File: config.mk
export PLATFORM = sky130hd
export DESIGN_NAME = multichannel_average_decimator
export DESIGN_NICKNAME = d
export VERILOG_FILES = /design/src/rtl/mcad_pkg.sv /design/src/rtl/multichannel_average_decimator.sv /design/src/rtl/mcad_front.sv /design/src/rtl/mcad_fifo.sv /design/src/rtl/mcad_div.sv
export SDC_FILE = /design/constraint.sdc
export NUM_CORES = 1
export LEC_CHECK = 0
export ABC_AREA = 0
export BUFFER_PORTS_ARGS = -buffer_cell sky130_fd_sc_hd__buf_2
export CAP_MARGIN = 30
export CORE_UTILIZATION = 60
export DETAILED_ROUTE_END_ITERATION = 7
export PLACE_DENSITY = 0.77
export SYNTH_ARGS = -nofsm -noshare
export SYNTH_HDL_FRONTEND = slang
export SYNTH_SLANG_ARGS = --single-unit
File: constraint.sdc
create_clock -name clk_i -period 13.58 [get_ports clk_i]
set_input_delay 1.358 -clock clk_i [delete_from_list [all_inputs] [get_ports clk_i]]
set_output_delay 1.358 -clock clk_i [all_outputs]
set_load 0.1 [all_outputs]
File: src/rtl/mcad_pkg.sv
package mcad_pkg;

  localparam int SAMPLE_W = 16;
  localparam int SUM_W    = 32;
  localparam int CYC_W    = 16;
  localparam int AC_W     = 3;
  localparam int CH_W     = 2;
  localparam int BYTE_W   = 8;
  localparam int AVG_W    = 2 * BYTE_W;

  // register map
  localparam int CFG_IDX_W = 1;
  localparam logic [CFG_IDX_W-1:0] CFG_ACTIVE_CHANNELS = 1'b0;
  localparam logic [CFG_IDX_W-1:0] CFG_AVERAGE_CYCLES  = 1'b1;

  // divider: quotient bits resolved per cycle
  localparam int DIV_RADIX_BITS = 4;
  localparam int DIV_STEPS      = SUM_W / DIV_RADIX_BITS;
  localparam int DIV_STEP_W     = $clog2(DIV_STEPS);

  localparam int JOB_FIFO_DEPTH = 2;

  typedef struct packed {
    logic [CH_W-1:0]  chan;
    logic [SUM_W-1:0] sum;
    logic [CYC_W-1:0] den;
  } job_t;

endpackage

File: src/rtl/multichannel_average_decimator.sv
// Samples are taken one per cycle while the two-entry job queue has room.
// A sample that closes a channel's averaging window reaches out_valid_o via
// the job queue, the divider load, the divide steps and the output register.
// The radix-16 divider takes a new job only after finishing the previous one.
// Async active-low reset clears accumulators, pointer, round count and
// queue, and sets active_channels and average_cycles to 1.
module multichannel_average_decimator import mcad_pkg::*; #(
  parameter int MAX_CHANNELS = 4
) (
  input  logic                 clk_i,
  input  logic                 rst_ni,
  input  logic                 in_valid_i,
  output logic                 in_stall_o,
  input  logic [SAMPLE_W-1:0]  in_sample_i,
  output logic                 out_valid_o,
  input  logic                 out_stall_i,
  output logic [CH_W-1:0]      out_channel_o,
  output logic [BYTE_W-1:0]    out_high_byte_o,
  output logic [BYTE_W-1:0]    out_low_byte_o,
  input  logic                 cfg_valid_i,
  output logic                 cfg_ready_o,
  input  logic [CFG_IDX_W-1:0] cfg_index_i,
  input  logic [CYC_W-1:0]     cfg_data_i
);

  logic [AC_W-1:0]  active_channels_q;
  logic [CYC_W-1:0] average_cycles_q;

  job_t push_job, pop_job;
  logic push, full, pop, job_valid;

  assign cfg_ready_o = 1'b1;

  always_ff @(posedge clk_i or negedge rst_ni) begin
    if (!rst_ni) begin
      active_channels_q <= AC_W'(1);
      average_cycles_q  <= CYC_W'(1);
    end else if (cfg_valid_i && cfg_ready_o) begin
      case (cfg_index_i)
        CFG_ACTIVE_CHANNELS: active_channels_q <= cfg_data_i[AC_W-1:0];
        CFG_AVERAGE_CYCLES:  average_cycles_q  <= cfg_data_i;
        default: ;
      endcase
    end
  end

  mcad_front #(
    .MAX_CHANNELS (MAX_CHANNELS)
  ) u_front (
    .clk_i             (clk_i),
    .rst_ni            (rst_ni),
    .in_valid_i        (in_valid_i),
    .in_stall_o        (in_stall_o),
    .in_sample_i       (in_sample_i),
    .active_channels_i (active_channels_q),
    .average_cycles_i  (average_cycles_q),
    .job_full_i        (full),
    .job_push_o        (push),
    .job_o             (push_job)
  );

  mcad_fifo u_fifo (
    .clk_i       (clk_i),
    .rst_ni      (rst_ni),
    .push_i      (push),
    .push_data_i (push_job),
    .full_o      (full),
    .pop_i       (pop),
    .valid_o     (job_valid),
    .pop_data_o  (pop_job)
  );

  mcad_div u_div (
    .clk_i           (clk_i),
    .rst_ni          (rst_ni),
    .job_valid_i     (job_valid),
    .job_i           (pop_job),
    .job_pop_o       (pop),
    .out_valid_o     (out_valid_o),
    .out_stall_i     (out_stall_i),
    .out_channel_o   (out_channel_o),
    .out_high_byte_o (out_high_byte_o),
    .out_low_byte_o  (out_low_byte_o)
  );

  a_no_push_when_full: assert property (@(posedge clk_i) disable iff (!rst_ni)
    push |-> !full)
    else $error("job pushed into full queue");

  a_no_pop_when_empty: assert property (@(posedge clk_i) disable iff (!rst_ni)
    pop |-> job_valid)
    else $error("job popped from empty queue");

  a_pop_not_back_to_back: assert property (@(posedge clk_i) disable iff (!rst_ni)
    pop |=> !pop)
    else $error("divider loaded twice in a row");

endmodule

File: src/rtl/mcad_front.sv
module mcad_front import mcad_pkg::*; #(
  parameter int MAX_CHANNELS = 4
) (
  input  logic                clk_i,
  input  logic                rst_ni,
  input  logic                in_valid_i,
  output logic                in_stall_o,
  input  logic [SAMPLE_W-1:0] in_sample_i,
  input  logic [AC_W-1:0]     active_channels_i,
  input  logic [CYC_W-1:0]    average_cycles_i,
  input  logic                job_full_i,
  output logic                job_push_o,
  output job_t                job_o
);

  localparam int PTR_W = (MAX_CHANNELS > 1) ? $clog2(MAX_CHANNELS) : 1;
  localparam int N_W   = ($clog2(MAX_CHANNELS + 1) > AC_W) ? $clog2(MAX_CHANNELS + 1) : AC_W;

  logic [SUM_W-1:0] sums_q [MAX_CHANNELS];
  logic [PTR_W-1:0] ptr_q, ptr_d;
  logic [CYC_W-1:0] rc_q, rc_d;

  logic [N_W-1:0]   ac_ext, n_eff, ptr_ext, p_ext, p_inc;
  logic [PTR_W-1:0] p;
  logic [CYC_W-1:0] den, rc_inc;
  logic [SUM_W-1:0] sum;
  logic             accept, emit, last;

  assign in_stall_o = job_full_i;
  assign accept     = in_valid_i && !job_full_i;

  always_comb begin
    ac_ext  = N_W'(active_channels_i);
    n_eff   = (ac_ext == '0) ? N_W'(1) :
              (ac_ext > N_W'(MAX_CHANNELS)) ? N_W'(MAX_CHANNELS) : ac_ext;
    ptr_ext = N_W'(ptr_q);
    // pointer left beyond the active set restarts at channel 0
    p       = (ptr_ext >= n_eff) ? '0 : ptr_q;
    p_ext   = N_W'(p);
    p_inc   = p_ext + N_W'(1);
    last    = (p_inc >= n_eff);
    ptr_d   = last ? '0 : p_inc[PTR_W-1:0];

    den     = (average_cycles_i == '0) ? CYC_W'(1) : average_cycles_i;
    emit    = ({1'b0, rc_q} + (CYC_W+1)'(1)) >= {1'b0, den};
    rc_inc  = rc_q + CYC_W'(1);
    rc_d    = rc_q;
    if (last) begin
      rc_d = (rc_inc >= den) ? '0 : rc_inc;
    end

    sum = sums_q[p] + {{(SUM_W-SAMPLE_W){in_sample_i[SAMPLE_W-1]}}, in_sample_i};
  end

  assign job_push_o = accept && emit;
  assign job_o.chan = p_ext[CH_W-1:0];
  assign job_o.sum  = sum;
  assign job_o.den  = den;

  always_ff @(posedge clk_i or negedge rst_ni) begin
    if (!rst_ni) begin
      ptr_q <= '0;
      rc_q  <= '0;
      for (int i = 0; i < MAX_CHANNELS; i++) begin
        sums_q[i] <= '0;
      end
    end else if (accept) begin
      ptr_q     <= ptr_d;
      rc_q      <= rc_d;
      sums_q[p] <= emit ? '0 : sum;
    end
  end

endmodule

File: src/rtl/mcad_fifo.sv
module mcad_fifo import mcad_pkg::*; (
  input  logic clk_i,
  input  logic rst_ni,
  input  logic push_i,
  input  job_t push_data_i,
  output logic full_o,
  input  logic pop_i,
  output logic valid_o,
  output job_t pop_data_o
);

  localparam int PTR_W = (JOB_FIFO_DEPTH > 1) ? $clog2(JOB_FIFO_DEPTH) : 1;
  localparam int CNT_W = $clog2(JOB_FIFO_DEPTH + 1);

  job_t             mem_q [JOB_FIFO_DEPTH];
  logic [PTR_W-1:0] wr_q, rd_q;
  logic [CNT_W-1:0] cnt_q;

  assign full_o     = (cnt_q == CNT_W'(JOB_FIFO_DEPTH));
  assign valid_o    = (cnt_q != '0);
  assign pop_data_o = mem_q[rd_q];

  always_ff @(posedge clk_i) begin
    if (push_i) begin
      mem_q[wr_q] <= push_data_i;
    end
  end

  always_ff @(posedge clk_i or negedge rst_ni) begin
    if (!rst_ni) begin
      wr_q  <= '0;
      rd_q  <= '0;
      cnt_q <= '0;
    end else begin
      if (push_i) begin
        wr_q <= (wr_q == PTR_W'(JOB_FIFO_DEPTH - 1)) ? '0 : wr_q + PTR_W'(1);
      end
      if (pop_i) begin
        rd_q <= (rd_q == PTR_W'(JOB_FIFO_DEPTH - 1)) ? '0 : rd_q + PTR_W'(1);
      end
      if (push_i && !pop_i) begin
        cnt_q <= cnt_q + CNT_W'(1);
      end else if (pop_i && !push_i) begin
        cnt_q <= cnt_q - CNT_W'(1);
      end
    end
  end

endmodule

File: src/rtl/mcad_div.sv
module mcad_div import mcad_pkg::*; (
  input  logic              clk_i,
  input  logic              rst_ni,
  input  logic              job_valid_i,
  input  job_t              job_i,
  output logic              job_pop_o,
  output logic              out_valid_o,
  input  logic              out_stall_i,
  output logic [CH_W-1:0]   out_channel_o,
  output logic [BYTE_W-1:0] out_high_byte_o,
  output logic [BYTE_W-1:0] out_low_byte_o
);

  typedef enum logic [1:0] {
    ST_IDLE,
    ST_DIV,
    ST_DONE
  } state_e;

  state_e                state_q;
  logic [SUM_W-1:0]      quo_q;
  logic [CYC_W-1:0]      rem_q, den_q;
  logic                  neg_q;
  logic [CH_W-1:0]       chan_q;
  logic [DIV_STEP_W-1:0] step_q;
  logic                  out_valid_q;
  logic [CH_W-1:0]       out_chan_q;
  logic [AVG_W-1:0]      out_avg_q;

  logic [SUM_W-1:0] q_nx, mag;
  logic [CYC_W-1:0] r_nx;
  logic [CYC_W:0]   r_wide;
  logic [AVG_W-1:0] avg;
  logic             out_free, load;

  // restoring division, DIV_RADIX_BITS quotient bits per cycle
  always_comb begin
    r_nx   = rem_q;
    q_nx   = quo_q;
    r_wide = '0;
    for (int k = 0; k < DIV_RADIX_BITS; k++) begin
      r_wide = {r_nx, q_nx[SUM_W-1]};
      q_nx   = {q_nx[SUM_W-2:0], 1'b0};
      if (r_wide >= {1'b0, den_q}) begin
        r_wide  = r_wide - {1'b0, den_q};
        q_nx[0] = 1'b1;
      end
      r_nx = r_wide[CYC_W-1:0];
    end
  end

  assign mag      = job_i.sum[SUM_W-1] ? (SUM_W'(0) - job_i.sum) : job_i.sum;
  assign avg      = neg_q ? (AVG_W'(0) - quo_q[AVG_W-1:0]) : quo_q[AVG_W-1:0];
  assign out_free = !out_valid_q || !out_stall_i;
  assign load     = job_valid_i &&
                    ((state_q == ST_IDLE) || ((state_q == ST_DONE) && out_free));
  assign job_pop_o = load;

  assign out_valid_o     = out_valid_q;
  assign out_channel_o   = out_chan_q;
  assign out_high_byte_o = out_avg_q[AVG_W-1:BYTE_W];
  assign out_low_byte_o  = out_avg_q[BYTE_W-1:0];

  always_ff @(posedge clk_i or negedge rst_ni) begin
    if (!rst_ni) begin
      state_q     <= ST_IDLE;
      quo_q       <= '0;
      rem_q       <= '0;
      den_q       <= '0;
      neg_q       <= 1'b0;
      chan_q      <= '0;
      step_q      <= '0;
      out_valid_q <= 1'b0;
      out_chan_q  <= '0;
      out_avg_q   <= '0;
    end else begin
      if ((state_q == ST_DONE) && out_free) begin
        out_valid_q <= 1'b1;
      end else if (!out_stall_i) begin
        out_valid_q <= 1'b0;
      end
      if (load) begin
        quo_q  <= mag;
        rem_q  <= '0;
        den_q  <= job_i.den;
        neg_q  <= job_i.sum[SUM_W-1];
        chan_q <= job_i.chan;
        step_q <= '0;
      end
      case (state_q)
        ST_IDLE: begin
          if (load) begin
            state_q <= ST_DIV;
          end
        end
        ST_DIV: begin
          quo_q  <= q_nx;
          rem_q  <= r_nx;
          step_q <= step_q + DIV_STEP_W'(1);
          if (step_q == DIV_STEP_W'(DIV_STEPS - 1)) begin
            state_q <= ST_DONE;
          end
        end
        ST_DONE: begin
          if (out_free) begin
            out_chan_q  <= chan_q;
            out_avg_q   <= avg;
            state_q     <= load ? ST_DIV : ST_IDLE;
          end
        end
        default: state_q <= ST_IDLE;
      endcase
    end
  end

endmodule
==> results of run 1 <==
## per-stage QoR
step | setup WS (ns) | hold WS (ns) | std cells | util (%)
2_1_floorplan | 3.85 | 0.446 | 2294 | -
3_3_place_gp | 2.06 | 0.458 | 2717 | 62.8
3_5_place_dp | 1.86 | 0.464 | 2717 | 62.8
4_1_cts | 1.79 | 0.480 | 2791 | 66.7
5_1_grt | 1.00 | 0.498 | 2793 | 66.9
6_report | 1.61 | 0.476 | 2793 | 66.9
## registers in the layout, indices dropped and copies added, names as in the netlist, 16 cells and up
register and cells:
u_div.rem_q 16, average_cycles_q 16, u_div.den_q 16, u_div.out_avg_q 16, u_div.quo_q 32, u_front.sums_q 128, u_fifo.mem_q 100, u_front.rc_q 16
## kinds of logic (layout without fill, tap and decap cells)
group,Yosys count,in the layout,share of synthesized area [%]
AND/OR/NAND/NOR,676,676,14.0
AO/OA/AOI/OAI,671,671,19.1
flip-flops,360,360,43.7
buffers and inverters,191,229,3.44
multiplexers,136,136,6.73
adder cells (fa/ha/maj),131,131,7.71
XOR/XNOR,128,128,5.16
other,1,1,0.0172
## worst max-delay path, delay by kind of cell (launching register included)
kind / cells / cell delay [ns]
flip-flops: 1 / 0.50
buffers and inverters: 3 / 0.74
multiplexers: 3 / 1.24
AND/OR/NAND/NOR: 10 / 2.79
adder cells (fa/ha/maj): 4 / 1.43
AO/OA/AOI/OAI: 16 / 5.15
## final timing paths
path / startpoint / endpoint / cells past startpoint
setup / recovery: u_div.den_q[1]$_DFFE_PN0P_ / u_div.rem_q[1]$_DFFE_PN0P_ / 36
hold / removal: u_div.out_avg_q[12]$_DFFE_PN0P_ / u_div.out_avg_q[12]$_DFFE_PN0P_ / 2
setup reg to reg: u_div.den_q[1]$_DFFE_PN0P_ / u_div.rem_q[1]$_DFFE_PN0P_ / 36
hold reg to reg: u_div.out_avg_q[12]$_DFFE_PN0P_ / u_div.out_avg_q[12]$_DFFE_PN0P_ / 2
max in group asynchronous: rst_ni / u_front.ptr_q[1]$_DFFE_PN0P_ / 4
min in group asynchronous: rst_ni / u_div.rem_q[10]$_DFFE_PN0P_ / 1
## routing by layer
layer  share of wire (%)  global-route usage (%)
met4                 1.7                    8.54
met2                  47                    50.8
met5                   0                       0
met3                 6.5                    4.64
met1                  45                    44.8
## placed cells by master, fill, tap and decap left out, drive strengths merged, types with 21 or more instances in the layout
cell type    n
nor2       103
o21ai      287
and3        22
a31oi       21
dfrtp      258
o21a        25
ha         126
a21o        39
nor3        31
nand3       71
a21oi      119
nand2      337
a22o        34
edfxtp     100
xor2        54
xnor2       74
mux2i       58
mux2        78
nor2b       24
inv         77
a22oi       27
buf         84
clkbuf      51
o31ai       29
## cell type report
type	instances	area [um2]
flip-flops and latches	360	9520
clock inverters	23	253
fillers	2861	11800
clock buffers	51	1130
well taps	461	577
repair buffers	84	538
inverters	71	267
multi-input cells	1743	11500
==> results.md, run 1 <==
* Final instance area at 0.0238 mm2
* Synth Flop Type: dfrtp_1
* Cts repair resizes at 0
* Top cell type's share of synthesized area at 29.7%
* Asr flop ratio synth at 72.2%
* Post-synth cell types at 79
* Finish-stage setup viols at 0
* Critical path class: flop to flop
* First-pass GRT wire length at 91900 um
* Gr ovfl total at 0
* Total CTS buffers at 40
* Max Cap Viol at 0
* Fin crit share at 88.2%
* Die width at 192 um
* Register bit total from synthesis at 360
* DR pass1 iterations at 5
* Routed wire length at 56500 um
* Crit end category: flop
* DRC violations left at 0
* Startpoint types: flop
* Worst path required time at 14.04 ns
* Final setup TNS at 0 ns
* Synth area leader: dfrtp_1
* IO Pins at 59
* I/O Buffers at 57
* CTS clock-pin slew for the worst setup and hold paths at 0.06 ns
* Slew Viols, Final at 0
* Row count at 69
* ANT nets after route at 0
* CTS tree: built
* WL per Instance at 20.2 um
* Core area at 0.0356 mm2
* Sequential share of the synthesized area at 43.8%
* EDFF count, synth at 100
* Post-CTS setup buffers at 0
* Mapped Cells at 2294
* Initial Util at 61.1%
* Cts hold-fix bufs at 0
* Placed Area at 0.0224 mm2
* Top-count cell post-synth: nand2_1
* Synth cell count leaders: nand2_1 (337), o21ai_0 (282), dfrtp_1 (258)
* Layout Nets at 2469
* Die area at 0.0370 mm2
* CTS Buffer Depth at 3
* Largest net degree at the start of global routing at 75
* Slowest cell on crit path: a211oi_4
* CP dominant cell by count: ha_1
* Synth Cell Area at 0.0217 mm2
* Hpwl dp at 39800 um
* Fmax at 83.5 MHz
* Avg Cell Area, Syn at 9.48 um2
* Post-Syn Nets at 2463
* Share of cells above drive strength 1 at 11.0%
* Worst skew pair latency at 0.57 ns
* RSZ-0062 raised after global routing: false
* Area Overhead vs Synth at 9.40%
* Slew at the pin with the worst max-slew slack at 0.947 ns
* Worst R2R Setup Slack at 1.61 ns
* GP Congestion at 0.985
* Status: completed
* Initial antenna violation count at 0
* Yosys warns at 0
* GRT Util Overall at 31.6%
* Final hold violations at 0
* Antenna Cells at 0
* Rel. slew slack at 36.9%
* Min-delay worst type: flop to flop
* Crit path max fanout at 22
* Via/cell ratio at 6.26
* Drt initial violations at 1337
* Arr. time, crit path at 12.43 ns
* Clk_skew at 0.0216 ns
* Vias at 17500
* H-tree depth at 2
* Clock sinks at 360
* Synth top area cells: dfrtp_1 (30%), edfxtp_1 (14%), ha_1 (7.3%)
* Die Ht at 192 um
* Clk root buf: clkbuf_16
* Clock period minus worst slack at 11.97 ns
* Vias in the first global route at 17200
* CP peak stage delay at 0.79 ns
Power of run 1 is not shown: default switching activity piles up to over one toggle a cycle in this logic, so the estimate is an artifact.
==> inputs of run 2 (changes only) <==
--- a/config.mk
+++ b/config.mk
@@ -8,9 +8,10 @@
 export ABC_AREA = 0
 export BUFFER_PORTS_ARGS = -buffer_cell sky130_fd_sc_hd__buf_2
 export CAP_MARGIN = 30
+export CORE_ASPECT_RATIO = 0.7
 export CORE_UTILIZATION = 60
 export DETAILED_ROUTE_END_ITERATION = 7
-export PLACE_DENSITY = 0.77
+export PLACE_DENSITY = 0.76
 export SYNTH_ARGS = -nofsm -noshare
 export SYNTH_HDL_FRONTEND = slang
 export SYNTH_SLANG_ARGS = --single-unit
==> results.md, run 2 (synthesis results as in run 1) <==
* CTS tree: built
* WL per Instance at 21.1 um
* Cts hold-fix bufs at 0
* Slew at the pin with the worst max-slew slack at 0.989 ns
* Row count at 57
* Fmax at 84.2 MHz
* Vias in the first global route at 16600
* Antenna Cells at 0
* Startpoint types: flop
* GP Congestion at 0.983
* Storage element area at 0.00952 mm2
* Critical register-to-register path startpoint: u_div.den_q[1]$_DFFE_PN0P_
* Gr ovfl total at 0
* Routed wire length at 59100 um
* Die Ht at 161 um
* Regs by FF count: u_front.sums_q x128, u_fifo.mem_q x100, u_div.quo_q x32
* GRT Util Overall at 32.1%
* First-pass GRT wire length at 93100 um
* Crit path from: u_div.den_q[1]$_DFFE_PN0P_
* Most flop-heavy register: u_front.sums_q
* Clock sinks at 360
* IO Pins at 59
* Total CTS buffers at 37
* R2R depth at 36
* Arr. time, crit path at 12.28 ns
* Clk root buf: clkbuf_16
* Drt initial violations at 1833
* Slowest cell on crit path: a211oi_4
* Max Cap Viol at 0
* CTS Buffer Depth at 3
* Initial antenna violation count at 1
* Hpwl dp at 42300 um
* Crit end category: flop
* Fin crit share at 87.4%
* Worst path required time at 13.99 ns
* Vias at 17800
* CP dominant cell by count: ha_1
* Area Overhead vs Synth at 8.38%
* Worst skew pair latency at 0.54 ns
* CTS clock-pin slew for the worst setup and hold paths at 0.07 ns
* Status: completed
* Layout Nets at 2465
* H-tree depth at 2
* Rel. slew slack at 32.8%
* Initial Util at 61.8%
* Clk_skew at 0.0315 ns
* Min-delay worst type: flop to flop
* Finish-stage setup viols at 0
* Cts repair resizes at 0
* Start point of the worst hold path: u_div.den_q[11]$_DFFE_PN0P_
* DR pass1 iterations at 6
* Core area at 0.0352 mm2
* Die area at 0.0370 mm2
* Max FFs per register at 128
* Slew Viols, Final at 0
* Share of cells above drive strength 1 at 10.6%
* Die width at 230 um
* Fill count at 2772
* Critical path class: flop to flop
* Via/cell ratio at 6.37
* I/O Buffers at 57
* Most common cell after layout, fill and taps aside: nand2_1
* Crit path max fanout at 22
* Largest net degree at the start of global routing at 77
* RSZ-0062 raised after global routing: false
* Final hold violations at 0
* Hold Path Stages at 2
* CP peak stage delay at 0.79 ns
* Final setup TNS at 0 ns
* Post-CTS setup buffers at 0
* DRC violations left at 0
* Clock period minus worst slack at 11.87 ns
* Multi-input logic area at 0.0115 mm2
* Most frequent cells in the layout: nand2_1 (337), o21ai_0 (282), dfrtp_1 (256)
* ANT nets after route at 0
==> run 2: path summary, 6_finish.rpt <==
kind | end | slack, ns
worst min register to register | u_div.den_q[11]$_DFFE_PN0P_ | 0.48
worst max register to register | u_div.rem_q[1]$_DFFE_PN0P_ | 1.71
worst max-delay path | u_div.rem_q[1]$_DFFE_PN0P_ | 1.71
worst min-delay path | u_div.den_q[11]$_DFFE_PN0P_ | 0.48
min in group asynchronous | u_div.out_avg_q[10]$_DFFE_PN0P_ | 0.80
max in group asynchronous | u_div.rem_q[3]$_DFFE_PN0P_ | 10.75
==> run 2: per-stage QoR <==
step                      utilization [%]  hold WS, ns  instances  cell area, um2  setup slack, ns
final                                67.0        0.477       2796           23600             1.71
after global routing                 67.0        0.499       2796           23600            0.923
after CTS                            67.0        0.480       2796           23600             1.88
after detailed placement             63.6        0.466       2729           22400             1.97
after global placement               63.6        0.459       2728           22400             1.80
after floorplan                         -        0.446       2294           21700             3.85
==> run 2: per-layer routing <==
metal,vias up,part of all wire [%],GRT usage (%)
met5,-,0.032,0
li1,8298,-,-
met1,8634,48,50.5
met3,93,9.8,7.54
met2,776,40,44.5
met4,2,1.7,6.64
==> run 2: cell type report <==
cell class	instances	area share, %
repair buffers	83	2.11
multi-input cells	1743	48.8
well taps	472	2.51
inverters	71	1.13
flip-flops and latches	360	40.4
clock inverters	18	0.696
clock buffers	49	4.34
==> run 2: worst max-delay path: cells and delay by family, from the launching register on <==
kind / cells / cell delay (ns)
AO/OA/AOI/OAI: 15 / 4.82
adder cells (fa/ha/maj): 4 / 1.31
buffers and inverters: 3 / 0.71
flip-flops: 1 / 0.51
multiplexers: 3 / 1.23
AND/OR/NAND/NOR: 11 / 3.13
Power of run 2 is left out for the same reason.
